<file path="config.mk">
export PLATFORM = sky130hd
export DESIGN_NAME = greedy_three_axis_atlas_packer_flat
export DESIGN_NICKNAME = d
export VERILOG_FILES = /design/src/sv/gtaap_pkg.sv /design/src/sv/gtaap_in_if.sv /design/src/sv/gtaap_out_if.sv /design/src/sv/gtaap_ctrl.sv /design/src/sv/gtaap_dp.sv /design/src/sv/greedy_three_axis_atlas_packer.sv /design/src/flat_wrapper.sv
export SDC_FILE = /design/constraint.sdc
export NUM_CORES = 2
export LEC_CHECK = 0
export BUFFER_PORTS_ARGS = -buffer_cell sky130_fd_sc_hd__buf_4
export CORE_ASPECT_RATIO = 2
export CORE_UTILIZATION = 40
export CTS_BUF_LIST = sky130_fd_sc_hd__clkbuf_8
export DETAILED_ROUTE_END_ITERATION = 7
export REMOVE_ABC_BUFFERS = 1
export SLEW_MARGIN = 20
export SYNTH_ARGS = -nofsm -noshare
export SYNTH_HDL_FRONTEND = slang
export SYNTH_SLANG_ARGS = --single-unit
export TNS_END_PERCENT = 50
</file>
<file path="constraint.sdc">
create_clock -name clk -period 12.9 [get_ports clk]
set_input_delay 2.58 -clock clk [delete_from_list [all_inputs] [get_ports clk]]
set_output_delay 2.58 -clock clk [all_outputs]
set_load 0.005 [all_outputs]
</file>
<file path="src/sv/gtaap_pkg.sv">
// gtaap_pkg: widths, reset values, codes and shared types of the atlas packer
// used by every module of the block; depends on nothing

package gtaap_pkg;

  localparam int CELL_W    = 15;
  localparam int EXT_W     = 15;
  localparam int GROW_W    = 16;
  localparam int PROD1_W   = 30;
  localparam int TEX_W     = 45;
  localparam int BUDGET_W  = 43;
  localparam int SLOT_W    = 33;
  localparam int NSLOT_W   = 34;
  localparam int BRICK_W   = 21;
  localparam int VOL_W     = 7;
  localparam int OFF_W     = 14;
  localparam int IDX_W     = 6;
  localparam int BASE_W    = 32;
  localparam int SKIP_W    = 2;
  localparam int AXIS_W    = 2;
  localparam int CFG_W     = 43;
  localparam int CFG_IDX_W = 2;
  localparam int NPACK     = 3;
  localparam int STEP_W    = 3;

  // most boxes ever packed, whatever volume_limit says
  localparam logic [VOL_W-1:0] MAX_BOXES = 7'd16;

  localparam logic [STEP_W-1:0] LAST_STEP = STEP_W'(2 * NPACK - 1);

  localparam logic [NPACK-1:0] ALL_AXES = 3'b111;

  // register reset values
  localparam logic [CELL_W-1:0]   AXIS_LIMIT_RST    = 15'd2048;
  localparam logic [BUDGET_W-1:0] TEXEL_BUDGET_RST  = 43'd16777216;
  localparam logic [SLOT_W-1:0]   SLOT_CAPACITY_RST = 33'd32768;
  localparam logic [VOL_W-1:0]    VOLUME_LIMIT_RST  = 7'd16;

  // register indexes
  localparam logic [CFG_IDX_W-1:0] CFG_AXIS_LIMIT    = 2'd0;
  localparam logic [CFG_IDX_W-1:0] CFG_TEXEL_BUDGET  = 2'd1;
  localparam logic [CFG_IDX_W-1:0] CFG_SLOT_CAPACITY = 2'd2;
  localparam logic [CFG_IDX_W-1:0] CFG_VOLUME_LIMIT  = 2'd3;

  // skip reasons
  localparam logic [SKIP_W-1:0] SKIP_NONE  = 2'd0;
  localparam logic [SKIP_W-1:0] SKIP_FULL  = 2'd1;
  localparam logic [SKIP_W-1:0] SKIP_NOFIT = 2'd2;

  typedef enum logic [1:0] {
    ST_IDLE,
    ST_MUL,
    ST_DECIDE,
    ST_PUBLISH
  } state_t;

  typedef struct packed {
    logic       load;
    logic       mul_en;
    logic [1:0] pack;
    logic       phase;
    logic       decide;
    logic       publish;
  } cmd_t;

  typedef struct packed {
    logic                accepted;
    logic [SKIP_W-1:0]   skip_reason;
    logic [IDX_W-1:0]    packed_index;
    logic [BASE_W-1:0]   slot_base;
    logic [OFF_W-1:0]    offset_in_x_stack;
    logic [OFF_W-1:0]    offset_in_y_stack;
    logic [OFF_W-1:0]    offset_in_z_stack;
    logic [AXIS_W-1:0]   best_axis;
    logic [BUDGET_W-1:0] best_texels;
    logic [SLOT_W-1:0]   total_slots;
  } res_t;

endpackage

</file>
<file path="src/sv/gtaap_in_if.sv">
// gtaap_in_if: box channel into the atlas packer, valid/ready plus box fields
// depends on nothing

interface gtaap_in_if;
  logic        valid;
  logic        ready;
  logic        restart;
  logic [14:0] cells_x;
  logic [14:0] cells_y;
  logic [14:0] cells_z;
  logic [20:0] brick_count;

  modport source (output valid, output restart, output cells_x, output cells_y,
                  output cells_z, output brick_count, input ready);
  modport sink (input valid, input restart, input cells_x, input cells_y,
                input cells_z, input brick_count, output ready);
endinterface

</file>
<file path="src/sv/gtaap_out_if.sv">
// gtaap_out_if: result channel of the atlas packer, valid/ready plus result fields
// depends on nothing

interface gtaap_out_if;
  logic        valid;
  logic        ready;
  logic        accepted;
  logic [1:0]  skip_reason;
  logic [5:0]  packed_index;
  logic [31:0] slot_base;
  logic [13:0] offset_in_x_stack;
  logic [13:0] offset_in_y_stack;
  logic [13:0] offset_in_z_stack;
  logic [1:0]  best_axis;
  logic [42:0] best_texels;
  logic [32:0] total_slots;

  modport source (output valid, output accepted, output skip_reason, output packed_index,
                  output slot_base, output offset_in_x_stack, output offset_in_y_stack,
                  output offset_in_z_stack, output best_axis, output best_texels,
                  output total_slots, input ready);
  modport sink (input valid, input accepted, input skip_reason, input packed_index,
                input slot_base, input offset_in_x_stack, input offset_in_y_stack,
                input offset_in_z_stack, input best_axis, input best_texels,
                input total_slots, output ready);
endinterface

</file>
<file path="src/sv/gtaap_ctrl.sv">
// gtaap_ctrl: sequencer of the atlas packer, steps the shared multiplier
// and the decide and publish cycles; depends on gtaap_pkg

module gtaap_ctrl (
  input  logic              clk,
  input  logic              rst_n,
  input  logic              in_valid,
  output logic              in_ready,
  input  logic              out_ready,
  output logic              out_valid,
  output gtaap_pkg::cmd_t   cmd
);

  gtaap_pkg::state_t                 state_r, state_nxt;
  logic [gtaap_pkg::STEP_W-1:0]      step_r, step_nxt;
  logic                              out_valid_r, out_valid_nxt;

  always_ff @(posedge clk) begin
    if (!rst_n) begin
      state_r     <= gtaap_pkg::ST_IDLE;
      step_r      <= '0;
      out_valid_r <= 1'b0;
    end else begin
      state_r     <= state_nxt;
      step_r      <= step_nxt;
      out_valid_r <= out_valid_nxt;
    end
  end

  always_comb begin
    state_nxt = state_r;
    step_nxt  = step_r;
    cmd       = '0;
    in_ready  = 1'b0;
    unique case (state_r)
      gtaap_pkg::ST_IDLE: begin
        in_ready = 1'b1;
        if (in_valid) begin
          cmd.load  = 1'b1;
          step_nxt  = '0;
          state_nxt = gtaap_pkg::ST_MUL;
        end
      end
      gtaap_pkg::ST_MUL: begin
        // two steps per packing: first pair product, then times the third extent
        cmd.mul_en = 1'b1;
        cmd.pack   = step_r[2:1];
        cmd.phase  = step_r[0];
        if (step_r == gtaap_pkg::LAST_STEP) begin
          state_nxt = gtaap_pkg::ST_DECIDE;
        end else begin
          step_nxt = step_r + 3'd1;
        end
      end
      gtaap_pkg::ST_DECIDE: begin
        cmd.decide = 1'b1;
        state_nxt  = gtaap_pkg::ST_PUBLISH;
      end
      gtaap_pkg::ST_PUBLISH: begin
        if (!out_valid_r || out_ready) begin
          cmd.publish = 1'b1;
          state_nxt   = gtaap_pkg::ST_IDLE;
        end
      end
      default: begin
        state_nxt = gtaap_pkg::ST_IDLE;
      end
    endcase
    out_valid_nxt = cmd.publish | (out_valid_r & ~out_ready);
  end

  assign out_valid = out_valid_r;

  a_load_starts_mul: assert property (@(posedge clk) disable iff (!rst_n)
    (state_r == gtaap_pkg::ST_IDLE && in_valid) |=>
      (state_r == gtaap_pkg::ST_MUL && step_r == 3'd0))
    else $error("accepted box did not start the multiply sequence");

  a_publish_sets_valid: assert property (@(posedge clk) disable iff (!rst_n)
    cmd.publish |=> out_valid_r)
    else $error("published result not marked valid");

  a_step_range: assert property (@(posedge clk) disable iff (!rst_n)
    state_r == gtaap_pkg::ST_MUL |-> step_r <= gtaap_pkg::LAST_STEP)
    else $error("multiply step out of range");

endmodule

</file>
<file path="src/sv/gtaap_dp.sv">
// gtaap_dp: datapath of the atlas packer, config registers, packing state,
// shared multiplier, fit decision and output register; depends on gtaap_pkg

module gtaap_dp (
  input  logic                                clk,
  input  logic                                rst_n,
  input  gtaap_pkg::cmd_t                     cmd,
  input  logic                                in_restart,
  input  logic [gtaap_pkg::CELL_W-1:0]        in_cells_x,
  input  logic [gtaap_pkg::CELL_W-1:0]        in_cells_y,
  input  logic [gtaap_pkg::CELL_W-1:0]        in_cells_z,
  input  logic [gtaap_pkg::BRICK_W-1:0]       in_brick_count,
  input  logic                                cfg_we,
  input  logic [gtaap_pkg::CFG_IDX_W-1:0]     cfg_index,
  input  logic [gtaap_pkg::CFG_W-1:0]         cfg_wdata,
  output gtaap_pkg::res_t                     out_data
);

  // configuration
  logic [gtaap_pkg::CELL_W-1:0]   axis_limit_r;
  logic [gtaap_pkg::BUDGET_W-1:0] texel_budget_r;
  logic [gtaap_pkg::SLOT_W-1:0]   slot_capacity_r;
  logic [gtaap_pkg::VOL_W-1:0]    volume_limit_r;

  // packing state
  logic [gtaap_pkg::EXT_W-1:0]    ext_r [gtaap_pkg::NPACK][gtaap_pkg::NPACK];
  logic [gtaap_pkg::BUDGET_W-1:0] tex_r [gtaap_pkg::NPACK];
  logic [gtaap_pkg::NPACK-1:0]    usable_r;
  logic [gtaap_pkg::SLOT_W-1:0]   slot_total_r;
  logic [gtaap_pkg::VOL_W-1:0]    packed_total_r;

  // current box and products
  logic [gtaap_pkg::CELL_W-1:0]   cells_r [gtaap_pkg::NPACK];
  logic [gtaap_pkg::BRICK_W-1:0]  bricks_r;
  logic [gtaap_pkg::PROD1_W-1:0]  prod_r;
  logic [gtaap_pkg::TEX_W-1:0]    gtex_r [gtaap_pkg::NPACK];

  // decided result, waiting for the output register
  logic                           acc_r;
  logic [gtaap_pkg::SKIP_W-1:0]   reason_r;
  logic [gtaap_pkg::IDX_W-1:0]    idx_r;
  logic [gtaap_pkg::BASE_W-1:0]   base_r;
  logic [gtaap_pkg::OFF_W-1:0]    offs_r [gtaap_pkg::NPACK];
  gtaap_pkg::res_t                out_r;

  logic [gtaap_pkg::GROW_W-1:0]   grown [gtaap_pkg::NPACK][gtaap_pkg::NPACK];
  logic [gtaap_pkg::GROW_W-1:0]   g_sel [gtaap_pkg::NPACK];
  logic [gtaap_pkg::NPACK-1:0]    ok;
  logic [gtaap_pkg::NPACK-1:0]    fitting;
  logic [gtaap_pkg::PROD1_W-1:0]  mul_a;
  logic [gtaap_pkg::CELL_W-1:0]   mul_b;
  logic [gtaap_pkg::TEX_W-1:0]    mul_res;
  logic [gtaap_pkg::VOL_W-1:0]    limit;
  logic                           full;
  logic [gtaap_pkg::NSLOT_W-1:0]  next_slots;
  logic                           over;
  logic                           accept_w;
  logic                           found;
  logic [gtaap_pkg::AXIS_W-1:0]   best_axis;
  logic [gtaap_pkg::BUDGET_W-1:0] best_tex;

  always_ff @(posedge clk) begin
    if (!rst_n) begin
      axis_limit_r    <= gtaap_pkg::AXIS_LIMIT_RST;
      texel_budget_r  <= gtaap_pkg::TEXEL_BUDGET_RST;
      slot_capacity_r <= gtaap_pkg::SLOT_CAPACITY_RST;
      volume_limit_r  <= gtaap_pkg::VOLUME_LIMIT_RST;
    end else if (cfg_we) begin
      unique case (cfg_index)
        gtaap_pkg::CFG_AXIS_LIMIT:    axis_limit_r    <= cfg_wdata[gtaap_pkg::CELL_W-1:0];
        gtaap_pkg::CFG_TEXEL_BUDGET:  texel_budget_r  <= cfg_wdata[gtaap_pkg::BUDGET_W-1:0];
        gtaap_pkg::CFG_SLOT_CAPACITY: slot_capacity_r <= cfg_wdata[gtaap_pkg::SLOT_W-1:0];
        gtaap_pkg::CFG_VOLUME_LIMIT:  volume_limit_r  <= cfg_wdata[gtaap_pkg::VOL_W-1:0];
        default: ;
      endcase
    end
  end

  // grown extents of each packing and their per-axis check
  always_comb begin
    for (int p = 0; p < gtaap_pkg::NPACK; p++) begin
      ok[p] = 1'b1;
      for (int a = 0; a < gtaap_pkg::NPACK; a++) begin
        if (a == p) begin
          grown[p][a] = {1'b0, ext_r[p][a]} + {1'b0, cells_r[a]};
        end else if (ext_r[p][a] > cells_r[a]) begin
          grown[p][a] = {1'b0, ext_r[p][a]};
        end else begin
          grown[p][a] = {1'b0, cells_r[a]};
        end
        if (grown[p][a] > {1'b0, axis_limit_r}) begin
          ok[p] = 1'b0;
        end
      end
    end
  end

  // shared multiplier; a packing that passes the axis check has 15-bit extents
  always_comb begin
    case (cmd.pack)
      2'd1:    g_sel = grown[1];
      2'd2:    g_sel = grown[2];
      default: g_sel = grown[0];
    endcase
    mul_a   = cmd.phase ? prod_r : {{(gtaap_pkg::PROD1_W - gtaap_pkg::CELL_W){1'b0}},
                                    g_sel[0][gtaap_pkg::CELL_W-1:0]};
    mul_b   = cmd.phase ? g_sel[2][gtaap_pkg::CELL_W-1:0] : g_sel[1][gtaap_pkg::CELL_W-1:0];
    mul_res = mul_a * mul_b;
  end

  // fit decision
  always_comb begin
    limit      = (volume_limit_r < gtaap_pkg::MAX_BOXES) ? volume_limit_r
                                                         : gtaap_pkg::MAX_BOXES;
    full       = packed_total_r >= limit;
    next_slots = {1'b0, slot_total_r} +
                 {{(gtaap_pkg::NSLOT_W - gtaap_pkg::BRICK_W){1'b0}}, bricks_r};
    over       = next_slots > {1'b0, slot_capacity_r};
    for (int p = 0; p < gtaap_pkg::NPACK; p++) begin
      fitting[p] = ok[p] && usable_r[p] && (gtex_r[p] <= {2'b00, texel_budget_r});
    end
    accept_w = !full && !over && (fitting != '0);
  end

  // usable packing with fewest texels, lowest axis on a tie
  always_comb begin
    found     = 1'b0;
    best_axis = '0;
    best_tex  = '0;
    for (int p = 0; p < gtaap_pkg::NPACK; p++) begin
      if (usable_r[p] && (!found || tex_r[p] < best_tex)) begin
        found     = 1'b1;
        best_axis = gtaap_pkg::AXIS_W'(p);
        best_tex  = tex_r[p];
      end
    end
  end

  always_ff @(posedge clk) begin
    if (!rst_n || (cmd.load && in_restart)) begin
      for (int p = 0; p < gtaap_pkg::NPACK; p++) begin
        tex_r[p] <= '0;
        for (int a = 0; a < gtaap_pkg::NPACK; a++) begin
          ext_r[p][a] <= '0;
        end
      end
      usable_r       <= gtaap_pkg::ALL_AXES;
      slot_total_r   <= '0;
      packed_total_r <= '0;
    end else if (cmd.decide && accept_w) begin
      for (int p = 0; p < gtaap_pkg::NPACK; p++) begin
        if (fitting[p]) begin
          tex_r[p] <= gtex_r[p][gtaap_pkg::BUDGET_W-1:0];
          for (int a = 0; a < gtaap_pkg::NPACK; a++) begin
            ext_r[p][a] <= grown[p][a][gtaap_pkg::EXT_W-1:0];
          end
        end
      end
      usable_r       <= fitting;
      slot_total_r   <= next_slots[gtaap_pkg::SLOT_W-1:0];
      packed_total_r <= packed_total_r + 7'd1;
    end
  end

  always_ff @(posedge clk) begin
    if (cmd.load) begin
      cells_r[0] <= in_cells_x;
      cells_r[1] <= in_cells_y;
      cells_r[2] <= in_cells_z;
      bricks_r   <= in_brick_count;
    end
    if (cmd.mul_en) begin
      if (!cmd.phase) begin
        prod_r <= mul_res[gtaap_pkg::PROD1_W-1:0];
      end else begin
        gtex_r[cmd.pack] <= mul_res;
      end
    end
    if (cmd.decide) begin
      acc_r    <= accept_w;
      reason_r <= full ? gtaap_pkg::SKIP_FULL
                       : (accept_w ? gtaap_pkg::SKIP_NONE : gtaap_pkg::SKIP_NOFIT);
      idx_r    <= accept_w ? packed_total_r[gtaap_pkg::IDX_W-1:0] : '0;
      base_r   <= accept_w ? slot_total_r[gtaap_pkg::BASE_W-1:0] : '0;
      for (int p = 0; p < gtaap_pkg::NPACK; p++) begin
        offs_r[p] <= (accept_w && fitting[p]) ? ext_r[p][p][gtaap_pkg::OFF_W-1:0] : '0;
      end
    end
    if (cmd.publish) begin
      out_r.accepted          <= acc_r;
      out_r.skip_reason       <= reason_r;
      out_r.packed_index      <= idx_r;
      out_r.slot_base         <= base_r;
      out_r.offset_in_x_stack <= offs_r[0];
      out_r.offset_in_y_stack <= offs_r[1];
      out_r.offset_in_z_stack <= offs_r[2];
      out_r.best_axis         <= best_axis;
      out_r.best_texels       <= best_tex;
      out_r.total_slots       <= slot_total_r;
    end
  end

  assign out_data = out_r;

  a_usable_nonzero: assert property (@(posedge clk) disable iff (!rst_n)
    usable_r != 3'b000)
    else $error("no usable packing left");

  a_packed_bounded: assert property (@(posedge clk) disable iff (!rst_n)
    packed_total_r <= gtaap_pkg::MAX_BOXES)
    else $error("packed count beyond box maximum");

  a_accept_grows_count: assert property (@(posedge clk) disable iff (!rst_n)
    (cmd.decide && accept_w && !(cmd.load && in_restart)) |=>
      packed_total_r == $past(packed_total_r) + 7'd1)
    else $error("accepted box did not advance packed count");

endmodule

</file>
<file path="src/sv/greedy_three_axis_atlas_packer.sv">
// greedy_three_axis_atlas_packer: top level of the three-axis atlas packer
// depends on gtaap_pkg, gtaap_in_if, gtaap_out_if, gtaap_ctrl, gtaap_dp
//
//   port       dir   handshake          beat contents
//   in_chan    in    valid/ready        restart, cells_x/y/z, brick_count
//   out_chan   out   valid/ready        accept flag, skip reason, index, slot base,
//                                       three offsets, best axis/texels, slot total
//   cfg_*      in    cfg_we only        register index, write data (43 bits)
//
// a box goes from the accept state through the multiply steps on the one shared
// 30x15 multiplier, then through the decide and publish states
// the next box is accepted right after publish, while the result may still wait
// in the output register; a stalled output holds the publish cycle only
// reset (rst_n low, synchronous) restores register defaults and clears packing state
// restart on a box clears packing state in the accept cycle of that box

module greedy_three_axis_atlas_packer (
  input  logic                                clk,
  input  logic                                rst_n,
  gtaap_in_if.sink                            in_chan,
  gtaap_out_if.source                         out_chan,
  input  logic                                cfg_we,
  input  logic [gtaap_pkg::CFG_IDX_W-1:0]     cfg_index,
  input  logic [gtaap_pkg::CFG_W-1:0]         cfg_wdata
);

  gtaap_pkg::cmd_t  cmd;
  gtaap_pkg::res_t  res;

  // sequencer: owns the handshakes and the output valid flag
  gtaap_ctrl u_ctrl (
    .clk       (clk),
    .rst_n     (rst_n),
    .in_valid  (in_chan.valid),
    .in_ready  (in_chan.ready),
    .out_ready (out_chan.ready),
    .out_valid (out_chan.valid),
    .cmd       (cmd)
  );

  // datapath: config, packing state, multiplier, decision and result register
  gtaap_dp u_dp (
    .clk            (clk),
    .rst_n          (rst_n),
    .cmd            (cmd),
    .in_restart     (in_chan.restart),
    .in_cells_x     (in_chan.cells_x),
    .in_cells_y     (in_chan.cells_y),
    .in_cells_z     (in_chan.cells_z),
    .in_brick_count (in_chan.brick_count),
    .cfg_we         (cfg_we),
    .cfg_index      (cfg_index),
    .cfg_wdata      (cfg_wdata),
    .out_data       (res)
  );

  // result beat fields
  assign out_chan.accepted          = res.accepted;
  assign out_chan.skip_reason       = res.skip_reason;
  assign out_chan.packed_index      = res.packed_index;
  assign out_chan.slot_base         = res.slot_base;
  assign out_chan.offset_in_x_stack = res.offset_in_x_stack;
  assign out_chan.offset_in_y_stack = res.offset_in_y_stack;
  assign out_chan.offset_in_z_stack = res.offset_in_z_stack;
  assign out_chan.best_axis         = res.best_axis;
  assign out_chan.best_texels       = res.best_texels;
  assign out_chan.total_slots       = res.total_slots;

endmodule

</file>
<file path="src/flat_wrapper.sv">
// flat-port wrapper written by rule: the top's interface ports become plain ports
module greedy_three_axis_atlas_packer_flat 
  (clk, rst_n, cfg_we, cfg_index, cfg_wdata, in_chan_valid, in_chan_restart, in_chan_cells_x, in_chan_cells_y, in_chan_cells_z, in_chan_brick_count, in_chan_ready, out_chan_valid, out_chan_accepted, out_chan_skip_reason, out_chan_packed_index, out_chan_slot_base, out_chan_offset_in_x_stack, out_chan_offset_in_y_stack, out_chan_offset_in_z_stack, out_chan_best_axis, out_chan_best_texels, out_chan_total_slots, out_chan_ready);
  gtaap_in_if in_chan_i ();
  gtaap_out_if out_chan_i ();
  input  logic clk;
  input  logic rst_n;
  input  logic cfg_we;
  input  logic [gtaap_pkg::CFG_IDX_W-1:0] cfg_index;
  input  logic [gtaap_pkg::CFG_W-1:0] cfg_wdata;
  input wire logic [$bits(in_chan_i.valid)-1:0] in_chan_valid;
  input wire logic [$bits(in_chan_i.restart)-1:0] in_chan_restart;
  input wire logic [$bits(in_chan_i.cells_x)-1:0] in_chan_cells_x;
  input wire logic [$bits(in_chan_i.cells_y)-1:0] in_chan_cells_y;
  input wire logic [$bits(in_chan_i.cells_z)-1:0] in_chan_cells_z;
  input wire logic [$bits(in_chan_i.brick_count)-1:0] in_chan_brick_count;
  output wire logic [$bits(in_chan_i.ready)-1:0] in_chan_ready;
  output wire logic [$bits(out_chan_i.valid)-1:0] out_chan_valid;
  output wire logic [$bits(out_chan_i.accepted)-1:0] out_chan_accepted;
  output wire logic [$bits(out_chan_i.skip_reason)-1:0] out_chan_skip_reason;
  output wire logic [$bits(out_chan_i.packed_index)-1:0] out_chan_packed_index;
  output wire logic [$bits(out_chan_i.slot_base)-1:0] out_chan_slot_base;
  output wire logic [$bits(out_chan_i.offset_in_x_stack)-1:0] out_chan_offset_in_x_stack;
  output wire logic [$bits(out_chan_i.offset_in_y_stack)-1:0] out_chan_offset_in_y_stack;
  output wire logic [$bits(out_chan_i.offset_in_z_stack)-1:0] out_chan_offset_in_z_stack;
  output wire logic [$bits(out_chan_i.best_axis)-1:0] out_chan_best_axis;
  output wire logic [$bits(out_chan_i.best_texels)-1:0] out_chan_best_texels;
  output wire logic [$bits(out_chan_i.total_slots)-1:0] out_chan_total_slots;
  input wire logic [$bits(out_chan_i.ready)-1:0] out_chan_ready;
  assign in_chan_i.valid = in_chan_valid;
  assign in_chan_i.restart = in_chan_restart;
  assign in_chan_i.cells_x = in_chan_cells_x;
  assign in_chan_i.cells_y = in_chan_cells_y;
  assign in_chan_i.cells_z = in_chan_cells_z;
  assign in_chan_i.brick_count = in_chan_brick_count;
  assign in_chan_ready = in_chan_i.ready;
  assign out_chan_valid = out_chan_i.valid;
  assign out_chan_accepted = out_chan_i.accepted;
  assign out_chan_skip_reason = out_chan_i.skip_reason;
  assign out_chan_packed_index = out_chan_i.packed_index;
  assign out_chan_slot_base = out_chan_i.slot_base;
  assign out_chan_offset_in_x_stack = out_chan_i.offset_in_x_stack;
  assign out_chan_offset_in_y_stack = out_chan_i.offset_in_y_stack;
  assign out_chan_offset_in_z_stack = out_chan_i.offset_in_z_stack;
  assign out_chan_best_axis = out_chan_i.best_axis;
  assign out_chan_best_texels = out_chan_i.best_texels;
  assign out_chan_total_slots = out_chan_i.total_slots;
  assign out_chan_i.ready = out_chan_ready;
  greedy_three_axis_atlas_packer u_core (.clk(clk), .rst_n(rst_n), .in_chan(in_chan_i), .out_chan(out_chan_i), .cfg_we(cfg_we), .cfg_index(cfg_index), .cfg_wdata(cfg_wdata));
endmodule
</file>
==> impl_results.md <==
* Peak Freq at 0.08636 GHz
* Number of flops mapped to enable cells by yosys at 739
* Ys Warns at 0
* Total iterations of the first detailed-routing run at 5
* Layout area overhead at 12.25%
* Final hold vios at 0
* Initial Utilization at 40.28%
* HPWL Detailed at 158800 um
* Syn Area/Cell at 10.64 sq um
* Total Routing Usage GR at 25.63%
* Worst-Margin Slew at 1249 ps
* Cell Area, Placed at 0.06620 sq mm
* Reg-to-reg slack, setup at 1320 ps
* Clock Path Buffers at 4
* Total negative slack at 0 ps
* DRC at 0
* RSZ-0062 raised after global routing: false
* Period utilisation layout at 89.76%
* Clock latency on the worst-skew pair at 850 ps
* Crit-path most repeated cell: fa_1
* Post-cts repair resize count at 0
* Vias per cell at 5.481
* Postcts setup bufs at 0
* Cell area after synthesis at 0.06148 sq mm
* Crit end category: flip-flop
* H-tree depth at 4
* Crit-path slowest cell: a221o_1
* I/O pins at 280
* Post-synth ARST share at 0%
* Crit path launch: u_core.u_dp.cells_r[0][27]
* Gpl congestion at 0.9961
* Initial antenna violation count at 5
* Slew margin rel. at 15.83%
* Max Cap Viol at 0
* Outcome: complete, no violations
* WP data arrival at 12130 ps
* Hold Path Class: flip-flop to flip-flop
* Slowest stage delay, CP at 1010 ps
* Crit start category: flip-flop
* Final Max Tran Viols at 0
* Fillers at 14330
* Clock slew at reported path FFs at 90 ps
* Die area at 0.1554 sq mm
* Core area at 0.1527 sq mm
* Die height at 556.5 um
* Worst EP required at 13450 ps
* Tmin final at 11580 ps
* Share of layout cells above drive strength 1 at 11.14%
* Die X at 279.2 um
* DR WL/cell at 24.32 um
* I/O Buffers at 279
* Largest net degree at the start of global routing at 110
* Row count at 203
* Final wirelength at 200700 um
* Worst r2r src: u_core.u_dp.cells_r[0][27]
* Number of global-route vias before repair at 47260
* Top FF cell, synth: edfxtp_1
* Cells after synthesis at 5779
* CTS sink count at 886
* Design area at 0.06901 sq mm
* Clk_skew at 96.50 ps
* CTS root buf: clkbuf_8
* Clock tree from TritonCTS: done
* Sequential standard cell area at 0.02514 sq mm
* Synth top area share at 36.09%
* Register area share after synthesis at 40.88%
* Grt ovf at 0
* Antenna Nets Post-Route at 0
* Final setup fails at 0
* Number of cells on the worst hold path at 0
* Kind of critical path: flip-flop to flip-flop
* TritonCTS buffer count at 144
* Area of the multi-input gates at 0.03320 sq mm
* Dominant cells by area after synthesis: edfxtp_1, ha_1, fa_1
* Final nets at 7241
* First-pass GRT wire length at 293700 um
* Worst hold start: u_core.u_dp.offs_r[0][9]
* FF-to-FF path depth at 31
* Post-CTS Hold Buffers at 0
* CP max FO at 22
* Drt first-iter violations at 2708
* Yosys top cell by area: edfxtp_1
* Routed via count at 45240
* Yosys reg bits at 886
* Unique masters post-synth at 85
-- stage by stage --
step,hold WS [ps],std cells,util (%),worst slack [ps]
after global placement,401.2,7999,43.36,1849
after global routing,403.3,8252,45.21,975.9
after CTS,396.9,8251,45.20,1618
final,396.5,8253,45.21,1321
after floorplan,400.3,5582,-,1382
after detailed placement,404.5,7999,43.37,1686
-- layer usage --
layer	routed length (um)	vias up	global-route usage [%]	part of all wire, %
li1	-	20830	-	-
met2	105900	1490	47.94	53
met5	0	-	0	0
met3	9472	575	3.661	4.7
met4	17020	0	19.32	8.5
met1	68330	22340	25.27	34
-- sequential cells by signal, summed over array words and instances, names as in the netlist, 21 cells and up --
| signal | count |
|---|---|
| u_core.u_dp.tex_r | 129 |
| u_core.u_dp.cells_r | 45 |
| u_core.u_dp.offs_r | 42 |
| u_core.u_dp.ext_r | 135 |
| u_core.u_dp.prod_r | 30 |
| u_core.u_dp.slot_total_r | 33 |
| u_core.u_dp.base_r | 32 |
| u_core.u_dp.texel_budget_r | 43 |
| u_core.u_dp.out_data | 119 |
| u_core.u_dp.gtex_r | 135 |
| u_core.u_dp.slot_capacity_r | 33 |
| u_core.u_dp.bricks_r | 21 |
-- placed cells by master (no fill, tap or decap), types with 15 or more instances in the layout --
cell      instances
a211o_1          15
a211oi_1         28
a21o_1          122
a21oi_1         325
a221oi_1         19
a22oi_1          50
a31o_2           15
a31oi_1          31
and2_1          216
and3_1           82
buf_4           367
clkbuf_8        152
clkinv_1         24
clkinv_2         17
dfxtp_1         146
edfxtp_1        739
fa_1            366
ha_1            662
inv_1           718
mux2_2           50
mux2i_1         119
nand2_1         526
nand2b_1         52
nand3_1         110
nand4_1          88
nor2_1          450
nor2b_1          69
nor3_1           51
nor4_1           15
o211ai_1         25
o21a_1           31
o21ai_0         124
o22ai_1          15
or2_2            18
or3_1            27
xnor2_1          83
xor2_1           21
-- area by class of cell --
type / count / area share (%)
antenna: 2 / 0.007252
clock buffer: 152 / 3.031
clock inverter: 100 / 1.021
inverter: 681 / 3.706
multi-input combinational: 4015 / 48.11
sequential: 886 / 36.42
tap: 2050 / 3.717
timing repair buffer: 367 / 3.992
-- synth_stat cells (16+ instances only) --
master    number
inv_1        681
clkbuf_1     169
dfxtp_1      147
ha_1         663
mux2_2        50
nor2_1       454
xor2_1        21
a21oi_1      327
or2_2         18
nand4_1       88
a221oi_1      20
nand3_1      110
mux2i_1      119
and2_1       218
o211ai_1      25
o21a_1        31
a211oi_1      29
a22oi_1       50
o21ai_0      125
buf_1         17
nor4_1        17
fa_1         366
or3_1         27
nor2b_1       70
nand2_1      528
nand2b_1      53
a31oi_1       31
a21o_1       126
o31ai_1       16
and3_1        84
xnor2_1       83
nor3_1        51
edfxtp_1     739
-- final timing paths --
check                             endpoint
max              u_core.u_dp.gtex_r[2][44]
min          out_chan_offset_in_x_stack[9]
max reg2reg      u_core.u_dp.gtex_r[2][44]
min reg2reg  out_chan_offset_in_x_stack[9]
-- logic make-up (layout without fill, tap and decap cells) --
logic type / after synthesis / count (layout) / share of synthesized area [%]
AND/OR/NAND/NOR: 1756 / 1756 / 13.66
adder cells (fa/ha/maj): 1029 / 1029 / 25.41
AO/OA/AOI/OAI: 955 / 955 / 10.22
flip-flops: 886 / 886 / 40.88
buffers and inverters: 879 / 1300 / 5.490
multiplexers: 169 / 169 / 2.853
XOR/XNOR: 104 / 104 / 1.481
other: 1 / 4 / 0.006099
-- worst max-delay path: cells and delay by family, from the launching register on --
kind            cells  cell delay (ps)
simple gates        2              210
mux                 1              720
flops               1              440
compound gates     14             5440
buf+inv             6              690
fa+ha+maj           8             3750
Power is left out: the tool's default activity adds up to more than one toggle a clock period on the data nets, which glitch-free logic cannot reach.
